## config.mk

```make
export PLATFORM = sky130hd
export DESIGN_NAME = vpr_ctrl
export DESIGN_NICKNAME = d
export VERILOG_FILES = /design/src/rtl/vpr_pkg.sv /design/src/rtl/vpr_ctrl.sv
export SDC_FILE = /design/constraint.sdc
export NUM_CORES = 1
export LEC_CHECK = 0
export BUFFER_PORTS_ARGS = -buffer_cell sky130_fd_sc_hd__buf_4
export CORE_MARGIN = 2
export CORE_UTILIZATION = 45
export DETAILED_ROUTE_END_ITERATION = 6
export PLACE_DENSITY = 0.8
export SKIP_CTS_REPAIR_TIMING = 1
export SLEW_MARGIN = 20
export SYNTH_ARGS = -nofsm -noshare
export SYNTH_HDL_FRONTEND = slang
export SYNTH_SLANG_ARGS = --single-unit
```

## constraint.sdc

```tcl
create_clock -name clk_i -period 6.1 [get_ports clk_i]
set_clock_uncertainty 0.05 [all_clocks]
set_input_delay 1.83 -clock clk_i [delete_from_list [all_inputs] [get_ports clk_i]]
set_output_delay 1.83 -clock clk_i [all_outputs]
set_load 0.02 [all_outputs]
```

## src/rtl/vpr_pkg.sv

```systemverilog
// Package for the visibility phase rotator: widths, pipeline layout,
// reciprocal and CORDIC constants, shared types.
// No dependencies.
package vpr_pkg;

  localparam int PHASE_BITS = 32;

  // Pipeline layout
  localparam int PHASE_STAGES    = 5;
  localparam int CORDIC_STEPS    = 30;
  localparam int STEPS_PER_STAGE = 3;
  localparam int CORDIC_STAGES   = CORDIC_STEPS / STEPS_PER_STAGE;
  localparam int MUL_STAGES      = 2;
  localparam int CORDIC_BASE     = PHASE_STAGES;
  localparam int MUL_BASE        = PHASE_STAGES + CORDIC_STAGES;
  localparam int NSTAGE          = PHASE_STAGES + CORDIC_STAGES + MUL_STAGES;

  localparam int CFG_IDX_W  = 2;
  localparam int CFG_DATA_W = 48;

  // round(2^88 / speed of light in mm/s)
  localparam logic [127:0] LIGHT_MM    = 128'd299792458000;
  localparam logic [127:0] RECIP_WIDE  = ((128'd1 << 88) + (LIGHT_MM >> 1)) / LIGHT_MM;
  localparam logic [49:0]  RECIP_LIGHT = RECIP_WIDE[49:0];

  // gain-compensated 1.0 in Q.30
  localparam logic signed [33:0] CORDIC_X0 = 34'sh026DD3B6A;

  // atan(2^-i) in units of 2^-32 turn
  localparam logic [31:0] ATAN_TURNS [CORDIC_STEPS] = '{
    32'h20000000, 32'h12E4051E, 32'h09FB385B, 32'h051111D4, 32'h028B0D43, 32'h0145D7E1,
    32'h00A2F61E, 32'h00517C55, 32'h0028BE53, 32'h00145F2F, 32'h000A2F98, 32'h000517CC,
    32'h00028BE6, 32'h000145F3, 32'h0000A2FA, 32'h0000517D, 32'h000028BE, 32'h0000145F,
    32'h00000A30, 32'h00000518, 32'h0000028C, 32'h00000146, 32'h000000A3, 32'h00000051,
    32'h00000029, 32'h00000014, 32'h0000000A, 32'h00000005, 32'h00000003, 32'h00000001
  };

  typedef enum logic [CFG_IDX_W-1:0] {
    CFG_X_OFFSET  = 2'd0,
    CFG_Y_OFFSET  = 2'd1,
    CFG_WIDE_MODE = 2'd2
  } cfg_idx_e;

  typedef enum logic [1:0] {
    QUAD_I   = 2'd0,
    QUAD_II  = 2'd1,
    QUAD_III = 2'd2,
    QUAD_IV  = 2'd3
  } quad_e;

  // visibility carried alongside the phase path
  typedef struct packed {
    logic signed [31:0] re;
    logic signed [31:0] im;
    logic               shift_en;
  } vis_t;

endpackage

```

## src/rtl/vpr_ctrl.sv

```systemverilog
// Valid/enable chain for the rotator pipeline; bubbles collapse under stall.
// Depends on vpr_pkg.
module vpr_ctrl (
  input  logic                       clk_i,
  input  logic                       rst_ni,
  input  logic                       in_valid_i,
  input  logic                       out_ready_i,
  output logic [vpr_pkg::NSTAGE-1:0] en_o,
  output logic [vpr_pkg::NSTAGE-1:0] vld_o,
  output logic                       in_ready_o,
  output logic                       out_valid_o
);
  import vpr_pkg::*;

  logic [NSTAGE-1:0] vld_q, vld_d, en;

  // a stage loads when it is empty or its content moves on
  always_comb begin
    en[NSTAGE-1] = !vld_q[NSTAGE-1] || out_ready_i;
    for (int k = NSTAGE - 2; k >= 0; k--) begin
      en[k] = !vld_q[k] || en[k+1];
    end
  end

  always_comb begin
    vld_d[0] = en[0] ? in_valid_i : vld_q[0];
    for (int k = 1; k < NSTAGE; k++) begin
      vld_d[k] = en[k] ? vld_q[k-1] : vld_q[k];
    end
  end

  always_ff @(posedge clk_i or negedge rst_ni) begin
    if (!rst_ni) begin
      vld_q <= '0;
    end else begin
      vld_q <= vld_d;
    end
  end

  assign en_o        = en;
  assign vld_o       = vld_q;
  assign in_ready_o  = en[0];
  assign out_valid_o = vld_q[NSTAGE-1];

endmodule

```

After elaboration in Yosys (flattened, before gate mapping):

Cells that the tools add are included.

* reduce and logical (&&, ||, !) cells: 34

Operators by type and width (number)
* 1-bit logical NOT: 17
* 1-bit logical OR: 17

* register bits after elaboration: 17
* output and inout port bits: 36
* logic and storage cells: 51
* input port bits: 4

Longest topological paths before layout:

* depth in word-level cells: 18
* gate-level depth with buffers: 6
* depth with buffers taken out: 3

Least setup slack after synthesis:

No wires, ideal clock.

* kind: input -> output
* start: in out_ready_i
* end: out en_o[0] (netlist name)
* path slack: 1209 ps
* data required time: 4220 ps
* arrival time: 3011 ps
* stages on the path: 6
* buffers on the path: 3
* path through: and4b_4 and4_1 buf_6 buf_8 nand3_1 buf_4

* cells in the longest elaborated chain, start to end: 17

RTL lines
* start: declaration: line vpr_ctrl.sv:7 `input logic out_ready_i,`
* 1-bit logical OR: line vpr_ctrl.sv:19 `en[NSTAGE-1] = !vld_q[NSTAGE-1] || out_ready_i;`
* 1-bit logical OR (16 in a row): line vpr_ctrl.sv:21 `en[k] = !vld_q[k] || en[k+1];`
* end: declaration: line vpr_ctrl.sv:8 `output logic [vpr_pkg::NSTAGE-1:0] en_o,`

Every way passes these cells.

Final worst setup path:

* start: in out_ready_i
* end: out in_ready_o

* cells in the longest elaborated chain, start to end: 17

RTL lines
* 1-bit logical OR: line vpr_ctrl.sv:19
* 1-bit logical OR (16 in a row): line vpr_ctrl.sv:21
* end: declaration: line vpr_ctrl.sv:10 `output logic in_ready_o,`

Every way passes these cells.

==> qor.json <==
{
  "outcome": "finished clean",
  "final-seq-area_um2": 425,
  "core_region_area_mm2": 0.00152,
  "unrepaired_setup_endpoints_after_global_routing": "false",
  "die_w_um": 44.6,
  "number_of_iterations_in_the_first_detailed_routing_pass": 3,
  "switching_power_w": 0.0000982,
  "ys_dominant_reg_cell": "sky130_fd_sc_hd__dfrtp_1",
  "hp-class": "reg2reg",
  "syn_avg_cell_area_um2": 11.6,
  "maxCapViolCount": 0,
  "grt_antenna_before_repair": 0,
  "synth_cell_types": 19,
  "track_usage_pct": 18.2,
  "min_period_ps": 5040,
  "cp_cell_sequence": "buf_4 -> and4b_4 -> and4_1 -> nand3_1 -> buf_4",
  "routedWlPerCell_um": 13.3,
  "internal_power_w": 0.000194,
  "dieArea_mm2": 0.00199,
  "yosys_warnings": 0,
  "final-max-slew-violation-count": 0,
  "core.rowCount": 14,
  "final-setup-viol-count": 0,
  "seq_area_frac_synth_pct": 57.4,
  "min_period_over_period_pct": 82.7,
  "num_antenna_cells": 0,
  "drt_iter0_markers": 7,
  "netlist_top_cells_count": "sky130_fd_sc_hd__dfrtp_1, sky130_fd_sc_hd__nand2b_1, sky130_fd_sc_hd__nand2_1, sky130_fd_sc_hd__nand3_1",
  "syn-cell-area_um2": 741,
  "critical_path_buf_inv_count": 2,
  "critPathRequiredTime_ps": 4220,
  "reg2reg_from": "vld_o[16]",
  "critPathLaunch": "out_ready_i",
  "critical-path-slowest-cell": "sky130_fd_sc_hd__and4_1",
  "route.antenna.remaining_nets": 0,
  "power.density_cell_area_mw_per_mm2": 284,
  "drive_above_1_share_pct": 48.5,
  "clockBufferDepth": 2,
  "cts_buffers": 3,
  "post-synth-top-area-cell": "sky130_fd_sc_hd__dfrtp_1",
  "placement.io_buffers": 39,
  "route.detailed.drc": 0,
  "switching_power_as_a_share_of_total_power_pct": 33.6,
  "asyncSetResetFlopFracSynth_pct": 100,
  "fmaxAchievable_mhz": 198,
  "overflow": 0,
  "grt_max_degree": 18,
  "timing.critical_path.from_type": "input pin",
  "cts.clk_slew.worst_paths_ps": 90,
  "synth.most_common_cell": "sky130_fd_sc_hd__dfrtp_1",
  "timing_hold_violations_final": 0,
  "num-fill-cells": 134,
  "max-vdd-ir-drop_uv": 198,
  "clk-insertion-delay-late_ps": 280,
  "worstSetupPathType": "in2out",
  "io_pins": 40,
  "post-dp-hpwl_mm": 1.21,
  "pwr-share-comb_pct": 33.3,
  "worstSetupEndpointType": "output port",
  "largest_reg_flops": 17,
  "critical-path-top-cell-by-count": "sky130_fd_sc_hd__buf_4",
  "max_slew.worst_pin.slew_ps": 474,
  "floorplan.initialDensity_pct": 48.6,
  "grt_pass1_vias": 563,
  "synth.area.top_cells": "sky130_fd_sc_hd__dfrtp_1, sky130_fd_sc_hd__nand2b_1, sky130_fd_sc_hd__a31o_2",
  "dieHeight_um": 44.6,
  "root_buffer": "sky130_fd_sc_hd__clkbuf_4",
  "number_of_enable_flip_flop_cells_after_synthesis": 0,
  "power_w": 0.000292,
  "data_arrival_time_at_the_worst_slack_endpoint_ps": 3160,
  "synth_compound_gate_area_share_pct": 10.5,
  "yosys-mux-area-fraction_pct": 0,
  "synth_top_family_by_area": "simple AND/OR/NAND/NOR gates",
  "synth-seq-cells": 17,
  "globalplace.congestion": 0.729,
  "synth_top_area_share_pct": 57.4,
  "placement_stage_worst_setup_slack_ps": 1060,
  "syn2layout_area_growth_pct": 39.0,
  "mappedNetlistNets": 68,
  "timing.hold.worst.start": "vld_o[3]",
  "vias": 623,
  "setup_slack_ps": 1060,
  "drt_wl_total_mm": 1.56,
  "vias_per_cell": 5.32,
  "critPathMaxFanout": 16,
  "multiInputGateArea_um2": 254,
  "clock_sinks": 17,
  "cts_tree": "yes",
  "critical_path.top_delay_family": "simple AND/OR/NAND/NOR gates",
  "power.clock.fraction_pct": 19.1,
  "grt_first_pass_wirelength_mm": 2.52,
  "pwr-share-seq_pct": 47.5,
  "synth-adder-area-share_pct": 0,
  "power_leakage_nw": 0.497,
  "critical-path-max-stage-delay_ps": 500,
  "post_synthesis_share_of_cell_area_spent_on_xor_and_xnor_gates_pct": 0,
  "post_synth_and_or_nand_nor_area_fraction_pct": 23.8,
  "ctsHtreeMaxLevel": 1,
  "num-nets-final": 106,
  "fin_tns_setup_ps": 0,
  "syn-instance-count": 64,
  "timing.slew.headroom_pct": 68.4
}
-- cell type report --
cell class	instances	area share [%]
multi-input combinational	38	24.7
tap	16	1.94
inverter	3	1.09
clock buffer	4	2.55
sequential	17	41.3
timing repair buffer	39	28.4
-- through the flow --
step / area, µm² / instances / util, % / hold WS [ps]
floorplan: 741 / 64 / - / 540
global placement: 1000 / 113 / 65.8 / 423
detailed placement: 1000 / 113 / 65.8 / 431
CTS: 1030 / 117 / 67.6 / 452
global route: 1030 / 117 / 67.6 / 480
finish: 1030 / 117 / 67.6 / 447
-- worst paths after layout --
kind | end | cells after the start | slack (ps)
worst min-delay path | vld_o[4] | 1 | 450
worst max register to register | vld_o[1] | 3 | 4520
min in group asynchronous | vld_o[2] | 1 | 1340
worst max-delay path | in_ready_o | 5 | 1060
max in group asynchronous | vld_o[1] | 1 | 4480
worst min register to register | vld_o[4] | 1 | 450
-- power by group through the flow --
| stage | Sequential, W | Combinational [W] | Clock (W) |
|---|---|---|---|
| after floorplan | 0.000155 | 0.0000392 | 0 |
| after global placement | 0.000141 | 0.0000960 | 0 |
| after detailed placement | 0.000142 | 0.0000981 | 0 |
| after CTS | 0.000139 | 0.0000984 | 0.0000590 |
| after global routing | 0.000141 | 0.000104 | 0.0000672 |
| final | 0.000139 | 0.0000975 | 0.0000560 |
-- metal layers --
metal / part of all wire, % / global-route usage, %
met1: 40 / 22.2
met2: 54 / 29.6
met3: 5.7 / 7.35
met4: 0 / 5.45
met5: 0 / 0
-- layout by cell type (no fill, tap or decap) --
cell / Yosys / final
sky130_fd_sc_hd__or2_2: 2 / 2
sky130_fd_sc_hd__and3_1: 4 / 4
sky130_fd_sc_hd__a21o_1: 3 / 3
sky130_fd_sc_hd__dfrtp_1: 17 / 17
sky130_fd_sc_hd__a31o_2: 4 / 4
sky130_fd_sc_hd__nand3b_1: 1 / 1
sky130_fd_sc_hd__and4_1: 2 / 2
sky130_fd_sc_hd__nand3_1: 5 / 5
sky130_fd_sc_hd__nand4_1: 2 / 2
sky130_fd_sc_hd__a41o_1: 2 / 2
sky130_fd_sc_hd__buf_4: 2 / 39
sky130_fd_sc_hd__inv_1: 3 / 3
sky130_fd_sc_hd__and4b_4: 1 / 1
sky130_fd_sc_hd__clkbuf_4: 0 / 3
sky130_fd_sc_hd__clkbuf_1: 0 / 1
sky130_fd_sc_hd__nand2b_1: 7 / 7
sky130_fd_sc_hd__nand2_1: 5 / 5
-- cells by family after synthesis --
logic type | count (synthesis)
AND/OR/NAND/NOR | 29
flip-flops | 17
AO/OA/AOI/OAI | 9
buffers and inverters | 9
No activity file was read; power rests on OpenSTA's default activity.
